--- src/sv/xxh_pkg.sv ---
// Shared constants, types and helpers for the XXH64 stripe hasher.
`timescale 1ns / 1ps
package xxh_pkg;
    localparam logic [63:0] PRIME_A = 64'd11400714785074694791;
    localparam logic [63:0] PRIME_B = 64'd14029467366897019727;
    localparam logic [63:0] PRIME_C = 64'd1609587929392839161;
    localparam logic [63:0] PRIME_D = 64'd9650029242287828579;
    localparam logic [63:0] PRIME_E = 64'd2870177450012600261;
    localparam int unsigned LANES = 4;
    localparam logic [5:0] STRIPE_BYTES = 6'd32;

    typedef logic [63:0] word_t;
    typedef word_t [LANES-1:0] stripe_t;

    function automatic word_t rol64(input word_t x, input int unsigned n);
        rol64 = (x << n) | (x >> (64 - n));
    endfunction
endpackage

--- src/sv/xxh_mul64.sv ---
// Iterative 64x64 multiplier, low 64 bits, one 32x32 partial product per cycle.
`timescale 1ns / 1ps
module xxh_mul64 (
    input  logic          clk,
    input  logic          rst_n,
    input  logic          start,
    input  xxh_pkg::word_t a,
    input  xxh_pkg::word_t b,
    output logic          done,
    output xxh_pkg::word_t prod
);
    import xxh_pkg::*;

    word_t       a_reg, a_next;
    word_t       b_reg, b_next;
    word_t       acc_reg, acc_next;
    logic [1:0]  cnt_reg, cnt_next;
    logic        busy_reg, busy_next;
    logic        done_reg, done_next;
    logic [31:0] op_x, op_y;
    logic [63:0] pp;

    always_comb
    begin
        case (cnt_reg)
            2'd0:
            begin
                op_x = a_reg[31:0];
                op_y = b_reg[31:0];
            end
            2'd1:
            begin
                op_x = a_reg[31:0];
                op_y = b_reg[63:32];
            end
            default:
            begin
                op_x = a_reg[63:32];
                op_y = b_reg[31:0];
            end
        endcase
        pp = {32'b0, op_x} * {32'b0, op_y};
    end

    always_comb
    begin
        a_next    = a_reg;
        b_next    = b_reg;
        acc_next  = acc_reg;
        cnt_next  = cnt_reg;
        busy_next = busy_reg;
        done_next = 1'b0;
        if (busy_reg)
        begin
            if (cnt_reg == 2'd0)
                acc_next = pp;
            else
                acc_next = acc_reg + {pp[31:0], 32'b0};
            cnt_next = cnt_reg + 2'd1;
            if (cnt_reg == 2'd2)
            begin
                busy_next = 1'b0;
                done_next = 1'b1;
            end
        end
        else if (start)
        begin
            a_next    = a;
            b_next    = b;
            cnt_next  = 2'd0;
            busy_next = 1'b1;
        end
    end

    always_ff @(posedge clk or negedge rst_n)
    begin
        if (!rst_n)
        begin
            cnt_reg  <= 2'd0;
            busy_reg <= 1'b0;
            done_reg <= 1'b0;
        end
        else
        begin
            cnt_reg  <= cnt_next;
            busy_reg <= busy_next;
            done_reg <= done_next;
        end
    end

    always_ff @(posedge clk)
    begin
        a_reg   <= a_next;
        b_reg   <= b_next;
        acc_reg <= acc_next;
    end

    assign done = done_reg;
    assign prod = acc_reg;
endmodule

--- src/sv/xxh_lane.sv ---
// One lane round: rol(acc + w*B, 31) * A, on a shared iterative multiplier.
`timescale 1ns / 1ps
module xxh_lane (
    input  logic          clk,
    input  logic          rst_n,
    input  logic          start,
    input  xxh_pkg::word_t acc,
    input  xxh_pkg::word_t w,
    output logic          done,
    output xxh_pkg::word_t result
);
    import xxh_pkg::*;

    localparam logic [1:0] L_IDLE = 2'd0;
    localparam logic [1:0] L_MUL1 = 2'd1;
    localparam logic [1:0] L_MUL2 = 2'd2;

    logic [1:0] st_reg, st_next;
    word_t      acc_reg, acc_next;
    logic       m_start, m_done;
    word_t      m_a, m_b, m_prod;

    xxh_mul64 u_mul (
        .clk   (clk),
        .rst_n (rst_n),
        .start (m_start),
        .a     (m_a),
        .b     (m_b),
        .done  (m_done),
        .prod  (m_prod)
    );

    always_comb
    begin
        st_next  = st_reg;
        acc_next = acc_reg;
        m_start  = 1'b0;
        m_a      = w;
        m_b      = PRIME_B;
        done     = 1'b0;
        case (st_reg)
            L_IDLE:
                if (start)
                begin
                    acc_next = acc;
                    m_start  = 1'b1;
                    st_next  = L_MUL1;
                end
            L_MUL1:
                if (m_done)
                begin
                    m_a     = rol64(acc_reg + m_prod, 31);
                    m_b     = PRIME_A;
                    m_start = 1'b1;
                    st_next = L_MUL2;
                end
            L_MUL2:
                if (m_done)
                begin
                    done    = 1'b1;
                    st_next = L_IDLE;
                end
            default:
                st_next = L_IDLE;
        endcase
    end

    always_ff @(posedge clk or negedge rst_n)
    begin
        if (!rst_n)
            st_reg <= L_IDLE;
        else
            st_reg <= st_next;
    end

    always_ff @(posedge clk)
    begin
        acc_reg <= acc_next;
    end

    assign result = m_prod;
endmodule

--- config.mk ---
export PLATFORM = sky130hd
export DESIGN_NAME = xxh_lane
export DESIGN_NICKNAME = d
export VERILOG_FILES = /design/src/sv/xxh_pkg.sv /design/src/sv/xxh_mul64.sv /design/src/sv/xxh_lane.sv
export SDC_FILE = /design/constraint.sdc
export NUM_CORES = 2
export LEC_CHECK = 0
export BUFFER_PORTS_ARGS = -buffer_cell sky130_fd_sc_hd__buf_2
export CAP_MARGIN = 30
export CORE_MARGIN = 2
export CORE_UTILIZATION = 59
export DETAILED_ROUTE_END_ITERATION = 7
export GPL_ROUTABILITY_DRIVEN = 1
export PLACE_DENSITY_LB_ADDON = 0.08
export SYNTH_ARGS = -nofsm -noshare
export SYNTH_HDL_FRONTEND = slang
export SYNTH_SLANG_ARGS = --single-unit
--- constraint.sdc ---
create_clock -name clk -period 9.1 [get_ports clk]
set_input_delay 0.91 -clock clk [delete_from_list [all_inputs] [get_ports clk]]
set_output_delay 0.91 -clock clk [all_outputs]
set_load 0.03 [all_outputs]
Word level (Yosys, flattened, before mapping)
Index checks and enable logic that the tools add are counted.
{"block": "totals", "register_bits": 262, "input_bits": 131, "out_inout_bits": 65, "wordCells": 49}
{"block": "op_classes", "add_sub_neg": 3, "n_mul": 1, "eq_ne": 7, "mux": 21, "bitwise_logic": 2, "n_reduce_logical": 7}
{"cell": "64-bit two-way mux", "count": 3}
{"cell": "64-bit adder", "count": 2}
{"cell": "32-bit by 32-bit multiplier with 64-bit output", "count": 1}
{"cell": "32-bit two-way mux", "count": 2}
{"cell": "64-bit by 31-bit bitwise OR with 64-bit output", "count": 1}
{"cell": "63-bit two-way mux", "count": 1}
{"cell": "2-bit two-way mux", "count": 5}
{"cell": "1-bit two-way mux", "count": 8}
{"cell": "2-bit one-hot mux with 3 select lines", "count": 1}
{"cell": "2-bit by 1-bit == test with 1-bit output, second input constant", "count": 2}
{"cell": "2-bit == test, second input constant", "count": 2}
{"cell": "2-bit zero test", "count": 2}
{"cell": "2-bit by 1-bit != test with 1-bit output, second input constant", "count": 2}
{"cell": "2-bit AND reduction", "count": 2}
{"cell": "3-bit AND reduction", "count": 1}
{"cell": "2-bit by 1-bit adder with 2-bit output, second input constant", "count": 1}
{"cell": "2-bit != test, second input constant", "count": 1}
{"cell": "1-bit one-hot mux with 2 select lines", "count": 1}
{"cell": "2-bit nonzero test", "count": 1}
{"cell": "2-bit OR reduction", "count": 1}
{"cell": "1-bit inverter", "count": 1}

Longest topological paths before layout
{"block": "logic_depth", "ltp_word": 6, "mapped_depth": 43, "depth_no_buf": 40}

Modules after synthesis
From an unflattened synthesis, not the netlist that was laid out.
{"block": "hier_totals", "hier_cells": 5063, "hier_area_um2": 47503.1}
{"module": "xxh_mul64", "n_inst": 1, "cells_per_inst": 4306, "area_each_um2": 41071.9, "seq_area_each_um2": 5865.6}
{"module": "xxh_lane", "n_inst": 1, "cells_per_inst": 757, "area_each_um2": 6431.2, "seq_area_each_um2": 1971.9}

Worst setup path before layout
OpenSTA, ideal clock, no wires.
{"block": "synth_timing", "kind": "reg-to-reg", "from": "register u_mul.cnt_reg[0]", "to": "register u_mul.acc_reg[62], in the netlist u_mul.prod[62], data pin", "setup_ns": 0.259, "t_arrival_ns": 9.732, "required_ns": 8.841, "setup_slack_ns": -0.891, "path_stages_with_launch": 41, "n_path_buf": 5, "period_less_slack_ns": 9.991, "path_cell_list": "dfrtp_1 > inv_1 > ha_1 > clkbuf_1 > nor2_1 > clkbuf_1 > buf_2 > mux2_2 > clkbuf_1 > nand2_1 > fa_1 > inv_1 > fa_1 > inv_1 > fa_1 > fa_1 > inv_1 > fa_1 > [... 5 more ...] > ha_1 > clkbuf_2 > a21oi_1 > o21a_1 > o21ai_1 > nor2_1 > o21bai_1 > a21oi_1 > xnor2_1 > ha_1 > a21o_1 > a21o_1 > a21oi_1 > o21ai_1 > a31oi_1 > o21ba_2 > mux2_1 > a211o_1"}
{"block": "synth_via", "elab_chain_cells": 6, "word_cells_on_any_way": 8, "classes_between": "1 x add/sub; 1 x mul; 1 x eq/ne; 3 x mux; 2 x reduce/logical"}
{"item": "start: declaration", "line": "xxh_mul64.sv:17", "source": "logic [1:0] cnt_reg, cnt_next;"}
{"item": "start signal: assignment", "line": "xxh_mul64.sv:85", "source": "cnt_reg <= cnt_next;"}
{"item": "2-bit by 1-bit == test with 1-bit output or 2-bit zero test (tied branches)", "line": "xxh_mul64.sv:25, xxh_mul64.sv:55"}
{"item": "2-bit OR reduction (no source line)"}
{"item": "32-bit two-way mux", "line": "xxh_mul64.sv:25", "source": "case (cnt_reg)"}
{"item": "32-bit by 32-bit multiplier with 64-bit output", "line": "xxh_mul64.sv:42", "source": "pp = {32'b0, op_x} * {32'b0, op_y};"}
{"item": "64-bit adder", "line": "xxh_mul64.sv:58", "source": "acc_next = acc_reg + {pp[31:0], 32'b0};"}
{"item": "64-bit two-way mux (*)", "line": "xxh_mul64.sv:55", "source": "if (cnt_reg == 2'd0)"}
{"item": "end signal: assignment", "line": "xxh_mul64.sv:95", "source": "acc_reg <= acc_next;"}
{"item": "end: declaration", "line": "xxh_mul64.sv:16", "source": "word_t acc_reg, acc_next;"}
Mark *: on every way between the ends. The rest lies on a longest branch, timed or not.
A chain may end at the register's enable or synchronous reset.

Final worst setup path
{"block": "layout_timing", "from": "register u_mul.cnt_reg[0]", "to": "register u_mul.acc_reg[63], in the netlist u_mul.prod[63], data pin"}
The elaborated chain is that of the path after synthesis.

==> impl_metrics.env <==
export IMPL_status="complete, but fails checks"
export IMPL_violations="setup timing"
export IMPL_critical_path_class="flop to flop"
export IMPL_yosys_warnings=0
export IMPL_vias=36633
export IMPL_drcViolationCount=0
export IMPL_clock_path_buffers=2
export IMPL_port_buffers=195
export IMPL_drv_slew=0
export IMPL_ys_ff_latch=200
export IMPL_worstPathRequired_ps=9300
export IMPL_clock_latency_ps=460
export IMPL_drv_cap=0
export IMPL_mostFrequentLayoutCells="inv_1, fa_1, buf_4"
export IMPL_fin_crit_ps=9280
export IMPL_synth_area_leaders="fa_1, edfxtp_1, ha_1"
export IMPL_grt_pass1_wl_um=243000
export IMPL_synthesis_area_um2=42900
export IMPL_final_common_cell="inv_1"
export IMPL_drt_iter0_drc=3746
export IMPL_yosysTopAreaCellShare_pct=41.7
export IMPL_fin_area_um2=53600
export IMPL_wl_per_cell_um=26.2
export IMPL_period_share_pct=102
export IMPL_ys_flop_type="edfxtp_1"
export IMPL_routed_wl_um=167000
export IMPL_cts_root_buf="clkbuf_16"
export IMPL_synth_compound_area_share_pct=9.17
export IMPL_synthArstFlopShare_pct=3.00
export IMPL_crit_path_top_delay_cell="nor2_1"
export IMPL_cp_data_arrival_time_ps=9480
export IMPL_clock_skew_ps=15.5
export IMPL_worstSetupEndpointType="flop"
export IMPL_fmax_mhz=108
export IMPL_syn_inst=4439
export IMPL_start_util_pct=59.8
export IMPL_core_area_um2=71700
export IMPL_ios=196
export IMPL_grt_max_degree=109
export IMPL_rsz0062_at_grt="true"
export IMPL_n_fill_cell=5095
export IMPL_cts_tree="built"
export IMPL_ant_nets=0
export IMPL_post_drt_via_cell_ratio=5.77
export IMPL_dpl_cell_area_um2=50700
export IMPL_routabilityCongestion=1.07
export IMPL_cts_max_level=4
export IMPL_setup_slack_ps=-184
export IMPL_die_area_um2=74900
export IMPL_first_global_vias=38604
export IMPL_synth_edf_count=194
export IMPL_synth_simple_area_share_pct=9.38
export IMPL_hold_violations=0
export IMPL_die_w_um=274
export IMPL_cts_sinks=200
export IMPL_synthMuxAreaShare_pct=0.986
export IMPL_synth_top_family_by_area="adder cells"
export IMPL_hpwl_um=145000
export IMPL_synthesis_nets=5831
export IMPL_whs_ps=301
export IMPL_slowest_delay_ps=570
export IMPL_clk_pin_slew_worst_paths_ps=80
export IMPL_drive_gt1_share_pct=27.1
export IMPL_overflow=0
export IMPL_cts_buffers=17
export IMPL_hold_class="input pin to asynchronous set/reset pin"
export IMPL_antenna_found_initial=6
export IMPL_drt_pass1_iterations=8
export IMPL_nNetsFinal=6779
export IMPL_track_usage_pct=45.5
export IMPL_path_common_cell="fa_1"
export IMPL_synth_xor_area_share_pct=2.99
export IMPL_seq_area_frac_synth_pct=13.9
export IMPL_die_y_um=274
export IMPL_rows=98
export IMPL_yosys_area_top_type="fa_1"
export IMPL_setup_worst_path_start_class="flop"
export IMPL_maxSlewHeadroom_pct=37.9
export IMPL_setup_violations=10
export IMPL_syn2layout_area_growth_pct=25.1
export IMPL_synth_cell_type_count=78
export IMPL_worstPathMaxFanout=8
export IMPL_tightestPinTransition_ps=932
export IMPL_pre_cts_slack_ps=-509
export IMPL_avgSynthCellArea_um2=9.66
export IMPL_final_util_pct=74.8
export IMPL_yosys_area_share_adder_pct=52.4
path summary, 6_finish.rpt:
kind	start	endpoint	slack, ps	cells past startpoint
max	u_mul.cnt_reg[0]	u_mul.prod[63]	-180	37
min	rst_n	u_mul.done	300	1
max reg2reg	u_mul.cnt_reg[0]	u_mul.prod[63]	-180	37
min reg2reg	u_mul.done	st_reg[1]	520	1
max in group asynchronous	rst_n	u_mul.cnt_reg[0]	8570	1
min in group clk	u_mul.done	st_reg[1]	520	1
stage by stage:
| step | setup TNS, ps | std cells |
|---|---|---|
| detailed placement | -4460 | 6252 |
| CTS | -6.55 | 6328 |
| global placement | -2870 | 6252 |
| finish | -1030 | 6352 |
| floorplan | -201 | 4439 |
| global route | -4330 | 6351 |
critical path: cells and delay by family, from the launching register on:
kind,cells,cell delay [ps]
flip-flops,1,420
multiplexers,2,190
AO/OA/AOI/OAI,8,2070
AND/OR/NAND/NOR,5,950
adder cells (fa/ha/maj),11,3870
XOR/XNOR,2,450
buffers and inverters,9,1060
cell type report:
cell class / instances / area [um2] / area share, %
antenna: 2 / 5.00 / 0.00933
clock buffer: 19 / 433 / 0.807
clock inverter: 13 / 118 / 0.219
inverter: 1138 / 4290 / 8.01
multi-input combinational: 2975 / 33900 / 63.2
sequential: 200 / 5980 / 11.1
tap: 950 / 1190 / 2.22
timing repair buffer: 1055 / 7740 / 14.4
cell families after synthesis:
group	after synthesis
simple gates	905
fa+ha+maj	1261
xor+xnor	145
flops	200
buf+inv	1264
mux	40
compound gates	624
cell usage after synthesis (35+ instances only):
cell type and count:
and2_1 50, inv_1 1136, a21oi_1 175, xor2_1 66
clkbuf_1 106, xnor2_1 78, nand2_1 433, nor2_1 213
edfxtp_1 194, ha_1 367, nand3_1 35, a21o_1 100
nand4_1 36, fa_1 894, o21ai_0 168
timing repair:
action,in CTS,in global routing
setup buffers,46,22
endpoints found under the hold margin,0,0
endpoints found under the setup margin,18,23
hold buffers,0,0
pin swaps,122,111
cloned,1,1
gates resized for setup,262,172
per-layer routing:
| layer | vias up | GRT usage [%] | wire length (um) |
|---|---|---|---|
| li1 | 15660 | - | - |
| met1 | 18188 | 55.7 | 59000 |
| met2 | 2126 | 71.0 | 76000 |
| met3 | 657 | 10.2 | 15800 |
| met4 | 2 | 33.7 | 15900 |
| met5 | - | 0 | 13 |
Power is not shown: default switching activity piles up to over one toggle a cycle in this logic, so the estimate is an artifact.
